## src/rtl/sliding_window_sparkline_scaler_macros.svh

```systemverilog
// Assertion macros, clocked on i_clk and disabled while i_rst_n is low.
`ifndef SLIDING_WINDOW_SPARKLINE_SCALER_MACROS_SVH
`define SLIDING_WINDOW_SPARKLINE_SCALER_MACROS_SVH

`ifndef SYNTHESIS
`define SWSS_ASSERT(label, prop, msg) \
    label: assert property (@(posedge i_clk) disable iff (!i_rst_n) prop) else $error(msg);
`define SWSS_ASSERT_NEXT(label, ante, cons, msg) \
    label: assert property (@(posedge i_clk) disable iff (!i_rst_n) (ante) |=> (cons)) \
        else $error(msg);
`else
`define SWSS_ASSERT(label, prop, msg)
`define SWSS_ASSERT_NEXT(label, ante, cons, msg)
`endif

`endif

```

## src/rtl/swss_pkg.sv

```systemverilog
`default_nettype none
package swss_pkg;

    localparam int HISTORY_DEPTH_DEF = 10;

    localparam int SAMPLE_W  = 8;
    localparam int COORD_W   = 8;
    localparam int IDX_W     = 5;
    localparam int CFG_IDX_W = 8;
    localparam int PROD_W    = 2 * SAMPLE_W;
    localparam int DIV_STEPS = 8;
    localparam int STEP_W    = $clog2(DIV_STEPS);

    localparam logic [CFG_IDX_W-1:0] REG_CANVAS_WIDTH  = 8'd0;
    localparam logic [CFG_IDX_W-1:0] REG_CANVAS_HEIGHT = 8'd1;

    localparam logic [COORD_W-1:0] CANVAS_WIDTH_RST  = 8'd128;
    localparam logic [COORD_W-1:0] CANVAS_HEIGHT_RST = 8'd32;

    typedef enum logic [2:0] {
        ST_IDLE,
        ST_SCAN,
        ST_SPACE,
        ST_READ,
        ST_MUL,
        ST_DIVGO,
        ST_DIV,
        ST_EMIT
    } t_state;

    // quotient must fit in 8 bits: dividend[15:8] < divisor
    typedef struct packed {
        logic                start;
        logic [PROD_W-1:0]   dividend;
        logic [SAMPLE_W-1:0] divisor;
    } t_div_req;

endpackage
`default_nettype wire

```

## src/rtl/sliding_window_sparkline_scaler.sv

```systemverilog
// Sliding-window sparkline scaler: one sample in, HISTORY_DEPTH plot points out.
// A new sample is taken only when idle, once the previous sample's last point has
// been issued. Each point needs one divide on the 8-step serial divider, and the
// scan of the history reads one entry per cycle.
// Reset (synchronous, active low) empties the history, so every sample reads
// as zero, and loads width 128 and height 32.
`default_nettype none
`include "sliding_window_sparkline_scaler_macros.svh"
module sliding_window_sparkline_scaler #(
    parameter int HISTORY_DEPTH = swss_pkg::HISTORY_DEPTH_DEF
) (
    input  wire logic                             i_clk,
    input  wire logic                             i_rst_n,
    input  wire logic                             i_in_valid,
    output logic                                  o_in_ready,
    input  wire logic [swss_pkg::SAMPLE_W-1:0]    i_wpm_sample,
    output logic                                  o_out_valid,
    input  wire logic                             i_out_ready,
    output logic      [swss_pkg::IDX_W-1:0]       o_point_index,
    output logic      [swss_pkg::COORD_W-1:0]     o_point_x,
    output logic      [swss_pkg::COORD_W-1:0]     o_point_y,
    output logic                                  o_last_point,
    input  wire logic                             i_cfg_valid,
    output logic                                  o_cfg_ready,
    input  wire logic [swss_pkg::CFG_IDX_W-1:0]   i_cfg_index,
    input  wire logic [swss_pkg::COORD_W-1:0]     i_cfg_data
);

    localparam int AW  = $clog2(HISTORY_DEPTH);
    localparam int AW1 = AW + 1;
    localparam logic [AW:0]   DEPTH_W = AW1'(HISTORY_DEPTH);
    localparam logic [AW-1:0] LAST    = AW'(HISTORY_DEPTH - 1);
    localparam int SPACE_SHIFT = 16;
    localparam int RECIP_W     = SPACE_SHIFT + 1;
    localparam int SPACE_PW    = SPACE_SHIFT + swss_pkg::COORD_W;
    // ceil(2^16 / (HISTORY_DEPTH - 1)): exact quotient for any 8-bit dividend
    localparam logic [RECIP_W-1:0] SPACE_RECIP =
        RECIP_W'((2 ** SPACE_SHIFT + HISTORY_DEPTH - 2) / (HISTORY_DEPTH - 1));

    swss_pkg::t_state r_state;
    swss_pkg::t_state n_state;

    logic [AW-1:0]                  r_ptr;
    logic [AW-1:0]                  r_cnt;
    logic [HISTORY_DEPTH-1:0]       r_valid;
    logic                           r_issue_done;
    logic                           r_rd_pend;
    logic                           r_rd_last;
    logic                           r_rd_vbit;
    logic [swss_pkg::COORD_W-1:0]   r_width;
    logic [swss_pkg::COORD_W-1:0]   r_height;
    logic [swss_pkg::SAMPLE_W-1:0]  r_lo;
    logic [swss_pkg::SAMPLE_W-1:0]  r_hi;
    logic [swss_pkg::COORD_W-1:0]   r_spacing;
    logic [swss_pkg::COORD_W-1:0]   r_x;
    logic [swss_pkg::PROD_W-1:0]    r_prod;
    logic [swss_pkg::SAMPLE_W-1:0]  r_drop;
    logic                           r_out_valid;
    logic [swss_pkg::IDX_W-1:0]     r_out_idx;
    logic [swss_pkg::COORD_W-1:0]   r_out_x;
    logic [swss_pkg::COORD_W-1:0]   r_out_y;
    logic                           r_out_last;

    logic [AW:0]                    w_sum;
    logic [AW-1:0]                  w_rd_addr;
    logic [AW-1:0]                  w_ptr_next;
    logic [swss_pkg::SAMPLE_W-1:0]  w_rdata;
    logic [swss_pkg::SAMPLE_W-1:0]  w_sample;
    logic [swss_pkg::SAMPLE_W-1:0]  w_range;
    logic [swss_pkg::COORD_W-1:0]   w_wsub;
    logic [SPACE_PW-1:0]            w_space_prod;
    logic [swss_pkg::COORD_W-1:0]   w_spacing;
    logic [swss_pkg::COORD_W-1:0]   w_base;
    logic [swss_pkg::COORD_W-1:0]   w_span;
    logic [swss_pkg::COORD_W-1:0]   w_y;
    logic                           w_in_acc;
    logic                           w_out_free;
    logic                           w_emit;
    logic                           w_div_done;
    logic [swss_pkg::SAMPLE_W-1:0]  w_quo;
    swss_pkg::t_div_req             w_div_req;

    assign o_in_ready  = (r_state == swss_pkg::ST_IDLE);
    assign o_cfg_ready = 1'b1;
    assign w_in_acc    = i_in_valid && o_in_ready;
    assign w_out_free  = !r_out_valid || i_out_ready;
    assign w_emit      = (r_state == swss_pkg::ST_EMIT) && w_out_free;

    // oldest entry sits at r_ptr; walk forward with wrap
    assign w_sum      = {1'b0, r_ptr} + {1'b0, r_cnt};
    assign w_rd_addr  = (w_sum >= DEPTH_W) ? AW'(w_sum - DEPTH_W) : AW'(w_sum);
    assign w_ptr_next = (r_ptr == LAST) ? '0 : r_ptr + 1'b1;

    assign w_sample = r_rd_vbit ? w_rdata : '0;
    assign w_range  = (r_hi == r_lo) ? swss_pkg::SAMPLE_W'(1) : r_hi - r_lo;
    assign w_wsub   = (r_width >= 8'd4) ? r_width - 8'd4 : '0;
    assign w_base   = (r_height >= 8'd4) ? r_height - 8'd4 : '0;
    assign w_span   = (r_height >= 8'd8) ? r_height - 8'd8 : '0;
    assign w_y      = (r_drop <= w_base) ? w_base - r_drop : '0;

    // spacing by reciprocal multiplication, the divisor being fixed
    assign w_space_prod = SPACE_PW'(w_wsub) * SPACE_PW'(SPACE_RECIP);
    assign w_spacing    = w_space_prod[SPACE_PW-1:SPACE_SHIFT];

    swss_ram #(
        .WIDTH (swss_pkg::SAMPLE_W),
        .DEPTH (HISTORY_DEPTH)
    ) u_hist_ram (
        .i_clk   (i_clk),
        .i_we    (w_in_acc),
        .i_waddr (r_ptr),
        .i_wdata (i_wpm_sample),
        .i_raddr (w_rd_addr),
        .o_rdata (w_rdata)
    );

    swss_div u_div (
        .i_clk      (i_clk),
        .i_rst_n    (i_rst_n),
        .i_req      (w_div_req),
        .o_quotient (w_quo),
        .o_done     (w_div_done)
    );

    always_comb begin
        n_state   = r_state;
        w_div_req = '0;
        case (r_state)
            swss_pkg::ST_IDLE: begin
                if (i_in_valid) begin
                    n_state = swss_pkg::ST_SCAN;
                end
            end
            swss_pkg::ST_SCAN: begin
                if (r_rd_pend && r_rd_last) begin
                    n_state = swss_pkg::ST_SPACE;
                end
            end
            swss_pkg::ST_SPACE: begin
                n_state = swss_pkg::ST_READ;
            end
            swss_pkg::ST_READ: begin
                n_state = swss_pkg::ST_MUL;
            end
            swss_pkg::ST_MUL: begin
                n_state = swss_pkg::ST_DIVGO;
            end
            swss_pkg::ST_DIVGO: begin
                n_state            = swss_pkg::ST_DIV;
                w_div_req.start    = 1'b1;
                w_div_req.dividend = r_prod;
                w_div_req.divisor  = w_range;
            end
            swss_pkg::ST_DIV: begin
                if (w_div_done) begin
                    n_state = swss_pkg::ST_EMIT;
                end
            end
            swss_pkg::ST_EMIT: begin
                if (w_out_free) begin
                    n_state = (r_cnt == LAST) ? swss_pkg::ST_IDLE : swss_pkg::ST_READ;
                end
            end
            default: begin
                n_state = swss_pkg::ST_IDLE;
            end
        endcase
    end

    always_ff @(posedge i_clk) begin
        if (!i_rst_n) begin
            r_state      <= swss_pkg::ST_IDLE;
            r_ptr        <= '0;
            r_cnt        <= '0;
            r_valid      <= '0;
            r_issue_done <= 1'b0;
            r_rd_pend    <= 1'b0;
            r_width      <= swss_pkg::CANVAS_WIDTH_RST;
            r_height     <= swss_pkg::CANVAS_HEIGHT_RST;
            r_out_valid  <= 1'b0;
        end else begin
            r_state   <= n_state;
            r_rd_pend <= (r_state == swss_pkg::ST_SCAN) && !r_issue_done;

            if (i_cfg_valid) begin
                case (i_cfg_index)
                    swss_pkg::REG_CANVAS_WIDTH:  r_width  <= i_cfg_data;
                    swss_pkg::REG_CANVAS_HEIGHT: r_height <= i_cfg_data;
                    default: ;
                endcase
            end

            // overwrite the oldest slot; the next one becomes the oldest
            if (w_in_acc) begin
                r_valid[r_ptr] <= 1'b1;
                r_ptr          <= w_ptr_next;
                r_cnt          <= '0;
                r_issue_done   <= 1'b0;
            end

            if (r_state == swss_pkg::ST_SCAN && !r_issue_done) begin
                if (r_cnt == LAST) begin
                    r_issue_done <= 1'b1;
                end else begin
                    r_cnt <= r_cnt + 1'b1;
                end
            end

            if (r_state == swss_pkg::ST_SPACE) begin
                r_cnt <= '0;
            end

            if (w_emit) begin
                r_cnt <= r_cnt + 1'b1;
            end

            if (w_emit) begin
                r_out_valid <= 1'b1;
            end else if (i_out_ready) begin
                r_out_valid <= 1'b0;
            end
        end
    end

    always_ff @(posedge i_clk) begin
        r_rd_vbit <= r_valid[w_rd_addr];
        r_rd_last <= (r_cnt == LAST);

        if (w_in_acc) begin
            r_lo <= '1;
            r_hi <= '0;
        end else if (r_state == swss_pkg::ST_SCAN && r_rd_pend) begin
            if (w_sample < r_lo) begin
                r_lo <= w_sample;
            end
            if (w_sample > r_hi) begin
                r_hi <= w_sample;
            end
        end

        if (r_state == swss_pkg::ST_SPACE) begin
            r_spacing <= w_spacing;
            r_x       <= swss_pkg::COORD_W'(2);
        end

        if (r_state == swss_pkg::ST_MUL) begin
            r_prod <= swss_pkg::PROD_W'(w_sample - r_lo) * swss_pkg::PROD_W'(w_span);
        end

        if (r_state == swss_pkg::ST_DIV && w_div_done) begin
            r_drop <= w_quo;
        end

        // x wraps modulo 256 like the coordinate field
        if (w_emit) begin
            r_out_idx  <= swss_pkg::IDX_W'(r_cnt);
            r_out_x    <= r_x;
            r_out_y    <= w_y;
            r_out_last <= (r_cnt == LAST);
            r_x        <= r_x + r_spacing;
        end
    end

    assign o_out_valid   = r_out_valid;
    assign o_point_index = r_out_idx;
    assign o_point_x     = r_out_x;
    assign o_point_y     = r_out_y;
    assign o_last_point  = r_out_last;

    `SWSS_ASSERT_NEXT(a_accept_starts_scan, w_in_acc, r_state == swss_pkg::ST_SCAN, "no scan")
    `SWSS_ASSERT(a_min_below_max, (r_state == swss_pkg::ST_SPACE) |-> (r_lo <= r_hi), "lo > hi")
    `SWSS_ASSERT(a_drop_in_span, (r_state == swss_pkg::ST_EMIT) |-> (r_drop <= w_span), "big drop")

endmodule
`default_nettype wire

```

## src/rtl/swss_ram.sv

```systemverilog
`default_nettype none
module swss_ram #(
    parameter int WIDTH = swss_pkg::SAMPLE_W,
    parameter int DEPTH = swss_pkg::HISTORY_DEPTH_DEF
) (
    input  wire logic                     i_clk,
    input  wire logic                     i_we,
    input  wire logic [$clog2(DEPTH)-1:0] i_waddr,
    input  wire logic [WIDTH-1:0]         i_wdata,
    input  wire logic [$clog2(DEPTH)-1:0] i_raddr,
    output logic      [WIDTH-1:0]         o_rdata
);

    logic [WIDTH-1:0] r_mem [DEPTH];

    always_ff @(posedge i_clk) begin
        if (i_we) begin
            r_mem[i_waddr] <= i_wdata;
        end
        o_rdata <= r_mem[i_raddr];
    end

endmodule
`default_nettype wire

```

## src/rtl/swss_div.sv

```systemverilog
`default_nettype none
module swss_div (
    input  wire logic                            i_clk,
    input  wire logic                            i_rst_n,
    input  wire swss_pkg::t_div_req              i_req,
    output logic      [swss_pkg::SAMPLE_W-1:0]   o_quotient,
    output logic                                 o_done
);

    logic [swss_pkg::SAMPLE_W-1:0] r_rem;
    logic [swss_pkg::SAMPLE_W-1:0] r_quo;
    logic [swss_pkg::SAMPLE_W-1:0] r_div;
    logic [swss_pkg::STEP_W-1:0]   r_step;
    logic                          r_busy;
    logic                          r_done;
    logic [swss_pkg::SAMPLE_W:0]   w_trial;
    logic                          w_fit;

    // one restoring step: bring down the next dividend bit, subtract if it fits
    assign w_trial = {r_rem, r_quo[swss_pkg::SAMPLE_W-1]};
    assign w_fit   = (w_trial >= {1'b0, r_div});

    always_ff @(posedge i_clk) begin
        if (!i_rst_n) begin
            r_busy <= 1'b0;
            r_done <= 1'b0;
            r_step <= '0;
        end else begin
            r_done <= r_busy && !i_req.start &&
                      (r_step == swss_pkg::STEP_W'(swss_pkg::DIV_STEPS - 1));
            if (i_req.start) begin
                r_busy <= 1'b1;
                r_step <= '0;
            end else if (r_busy) begin
                r_step <= r_step + 1'b1;
                if (r_step == swss_pkg::STEP_W'(swss_pkg::DIV_STEPS - 1)) begin
                    r_busy <= 1'b0;
                end
            end
        end
    end

    always_ff @(posedge i_clk) begin
        if (i_req.start) begin
            r_rem <= i_req.dividend[swss_pkg::PROD_W-1:swss_pkg::SAMPLE_W];
            r_quo <= i_req.dividend[swss_pkg::SAMPLE_W-1:0];
            r_div <= i_req.divisor;
        end else if (r_busy) begin
            r_rem <= w_fit ? swss_pkg::SAMPLE_W'(w_trial - {1'b0, r_div})
                           : w_trial[swss_pkg::SAMPLE_W-1:0];
            r_quo <= {r_quo[swss_pkg::SAMPLE_W-2:0], w_fit};
        end
    end

    assign o_quotient = r_quo;
    assign o_done     = r_done;

endmodule
`default_nettype wire

```

## config.mk

```make
export PLATFORM = sky130hd
export DESIGN_NAME = sliding_window_sparkline_scaler
export DESIGN_NICKNAME = d
export VERILOG_FILES = /design/src/rtl/swss_pkg.sv /design/src/rtl/sliding_window_sparkline_scaler.sv /design/src/rtl/swss_ram.sv /design/src/rtl/swss_div.sv
export VERILOG_INCLUDE_DIRS = /design/src /design/src/rtl
export SDC_FILE = /design/constraint.sdc
export NUM_CORES = 1
export LEC_CHECK = 0
export BUFFER_PORTS_ARGS = -buffer_cell sky130_fd_sc_hd__buf_2
export CORE_MARGIN = 10
export CORE_UTILIZATION = 45
export CTS_BUF_LIST = sky130_fd_sc_hd__clkbuf_8
export DETAILED_ROUTE_END_ITERATION = 10
export GPL_TIMING_DRIVEN = 0
export SLEW_MARGIN = 20
export SYNTH_ARGS = -nofsm -noshare
export SYNTH_HDL_FRONTEND = slang
export SYNTH_SLANG_ARGS = --single-unit
```

## constraint.sdc

```tcl
create_clock -name i_clk -period 7.61 [get_ports i_clk]
set_clock_uncertainty 0.2 [all_clocks]
set_input_delay 0 -clock i_clk [delete_from_list [all_inputs] [get_ports i_clk]]
set_output_delay 0 -clock i_clk [all_outputs]
set_load 0.05 [all_outputs]
```

==> impl_results.md <==
* Status: completed
* Tmin final at roughly 6900 ps
* Syn Area/Cell at a little under 10 µm²
* Share of post-route cells with drive strength above 1 at 0.0947
* Most frequent cells in the layout: inv_1 (226), edfxtp_1 (162), nor2_1 (152)
* Slew Viols, Final at 0
* YS warnings at 0
* Drt pass-1 iters at 5
* Routed WL at about 36000 µm
* Placer Congestion at between 0.8 and 0.9
* CTS tree: yes
* Area of the multi-input gates at 8680 µm²
* Post-route ant nets at 0
* HP Start: i_wpm_sample[5]
* Startpoint types: flop
* R2r startpoint: r_rd_vbit
* Slew @ Worst Pin at between 1000 and 1500 ps
* Clock buffer depth at 3
* Unrepaired setup endpoints after global routing: no
* Crit Path Class: reg -> reg
* Layout Cells excl Fill at ~2200
* Global route overflow at 0
* Hold endpoint: u_hist_ram.r_mem[2][5]
* Hold depth at 2
* Vias in the first global route at 11900
* FF-to-FF End: r_prod[14]
* Reg with most FFs: u_hist_ram.r_mem
* # fillers at 3139
* CP peak stage delay at about 520 ps
* Crit-path slowest cell: fa_1
* Placed Cells at between 2000 and 2500
* Leak at a little under 8 nW
* Max VDD drop at around 0.15 mV
* ANT cells at 0
* Count of final hold-check violations at 0
* Critical path arrival at approximately 7000 ps
* IO Count at 54
* Number of max-cap violations at 0
* Max FFs per register at 80
* Syn Nets at 1856
* Via count at about 12000
* Hold_buf cts at 35
* Total power at between 3 and 4 mW
* Sequential cell area at between 6000 and 7000 µm²
* Root buf cell: clkbuf_8
* Total track usage at 0.169
* Syn Inst Count at roughly 1600
* TritonCTS buffer count at 42
* Biggest regs: u_hist_ram.r_mem: 80 flops, r_prod: 16 flops, r_valid: 10 flops
* CTS HTree Levels at 2
* Core Area at 34800 µm²
* DRC viols at 0
* Post-synthesis sequential area ratio at 0.393
* Worst skew pair latency at slightly above 600 ps
* WL per Instance at between 15 and 20 µm
* Commonest non-fill, non-tap cell in the layout: inv_1
* Number of synthesized flops with an enable pin at about 160
* FMAX at around 0.14 GHz
* Setup TNS at 0 ps
* Worst Path Required at ~7700 ps
* Detailed Route Iter0 Violations at 669
* Post-synth ARST share at 0
* Nets at 1992
* Endpoints failing setup at 0
* Worst R2R Path Depth at 25
* Antenna violations before repair at 0
* Clock sinks at roughly 230
* Height of the die at between 200 and 250 µm
* Vias/cell at approximately 5.3
* Netlist Area Pre-Place at 16000 µm²
* Cell Rows at 68
* Relative slew slack at 0.255
* Final Cycle Share at 0.908
* Most used DFF post-synth: edfxtp_1
* Initial Utilization at 0.459
* Fin util at 0.523
* Synth unique cells at 74
* Largest net degree at the start of global routing at 26
* Critical path peak fanout at 9
* First-pass GRT wire length at approximately 61000 µm
* IO buf count at 51
* Post-DP HPWL at approximately 28000 µm
* PD cells at 216 nW/µm²
* Reg clk slew, reported paths at roughly 60 ps
* Area growth syn-to-layout at 13.9%
* R2r setup slk at 700 ps
* CP Capture Type: flop
* #FFs+latches synth at 233
* Post-CTS setup buffers at 0
* Min-Delay Path Class: in -> reg
* Die Area at between 40000 and 50000 µm²
* CTS resizes at 0
* Die X at ~210 µm
stage by stage:
stage / hold slack (ps) / setup WS, ps / cell area (µm²)
after global routing: 38.2 / 60.0 / 18200
after global placement: 79.2 / 752 / 16800
after floorplan: -101 / 1520 / 16000
after CTS: 11.2 / 609 / 18200
after detailed placement: 72.5 / 657 / 16900
final: 41.7 / 702 / 18200
layer usage:
| metal | vias up | routed length (µm) | global-route usage |
|---|---|---|---|
| met4 | 0 | 1050 | 0.0595 |
| met1 | 5637 | 16200 | 0.215 |
| met2 | 267 | 17200 | 0.279 |
| li1 | 5829 | - | - |
| met3 | 67 | 2010 | 0.0318 |
| met5 | - | 0 | 0 |
cell type report:
type                       instances  share of cell area
clock inverter                    24              0.0112
tap                              455              0.0313
timing repair buffer              92              0.0356
buffer                            58              0.0139
inverter                         215              0.0444
clock buffer                      54              0.0409
multi-input combinational       1108               0.477
sequential                       233               0.346
logic make-up after synthesis:
| logic type | count (synthesis) | share of synthesized area |
|---|---|---|
| simple gates | 541 | 0.166 |
| flops | 233 | 0.393 |
| xor+xnor | 58 | 0.0323 |
| compound gates | 243 | 0.104 |
| other cells | 2 | 0.000470 |
| fa+ha+maj | 213 | 0.204 |
| buf+inv | 273 | 0.0663 |
| mux | 51 | 0.0338 |
critical path: cells and delay by family (launching register included):
family | cells | cell delay [ps]
adder cells (fa/ha/maj) | 6 | 2460
AO/OA/AOI/OAI | 9 | 2150
AND/OR/NAND/NOR | 4 | 630
buffers and inverters | 5 | 490
XOR/XNOR | 1 | 340
flip-flops | 1 | 310
worst max-delay path by stage:
stage,startpoint,slack (ps),depth (start not counted),to
2_1_floorplan,r_rd_vbit,1520,25,r_prod[15]
3_5_place_dp,r_rd_vbit,660,25,r_prod[14]
5_1_grt,r_rd_vbit,60,25,r_prod[15]
4_1_cts,r_rd_vbit,610,25,r_prod[14]
6_report,r_rd_vbit,700,25,r_prod[14]
3_3_place_gp,r_rd_vbit,750,25,r_prod[14]
synthesized netlist by cell type, drive strengths merged (5+ instances only):
library cell	n	area, µm²
nand2b	35	219
xor2	15	131
a31oi	12	81.3
nand2	105	394
or2	10	62.6
nand3b	5	37.5
a21o	14	105
nand3	37	185
ha	134	1680
nor2	153	574
edfxtp	162	4860
and2	18	113
o21ai	65	325
a221oi	24	210
nand4	8	50.1
a21boi	13	97.6
o21a	21	165
nor3b	6	45.0
a311oi	9	78.8
inv	214	803
mux2i	46	460
and3	6	37.5
dfxtp	71	1420
fa	79	1580
clkbuf	44	165
or3	14	87.6
nor3	74	375
a211oi	11	82.6
nor4	11	68.8
xnor2	43	384
a21oi	42	214
buf	14	87.6
nor2b	44	275
power breakdown:
part	internal, mW	leakage, nW	total (mW)	switching, mW
sequential	1.42	2.03	1.44	0.0203
combinational	0.487	5.28	1.20	0.714
clock	0.749	0.529	1.29	0.543
(Power assumes the default switching activity.)
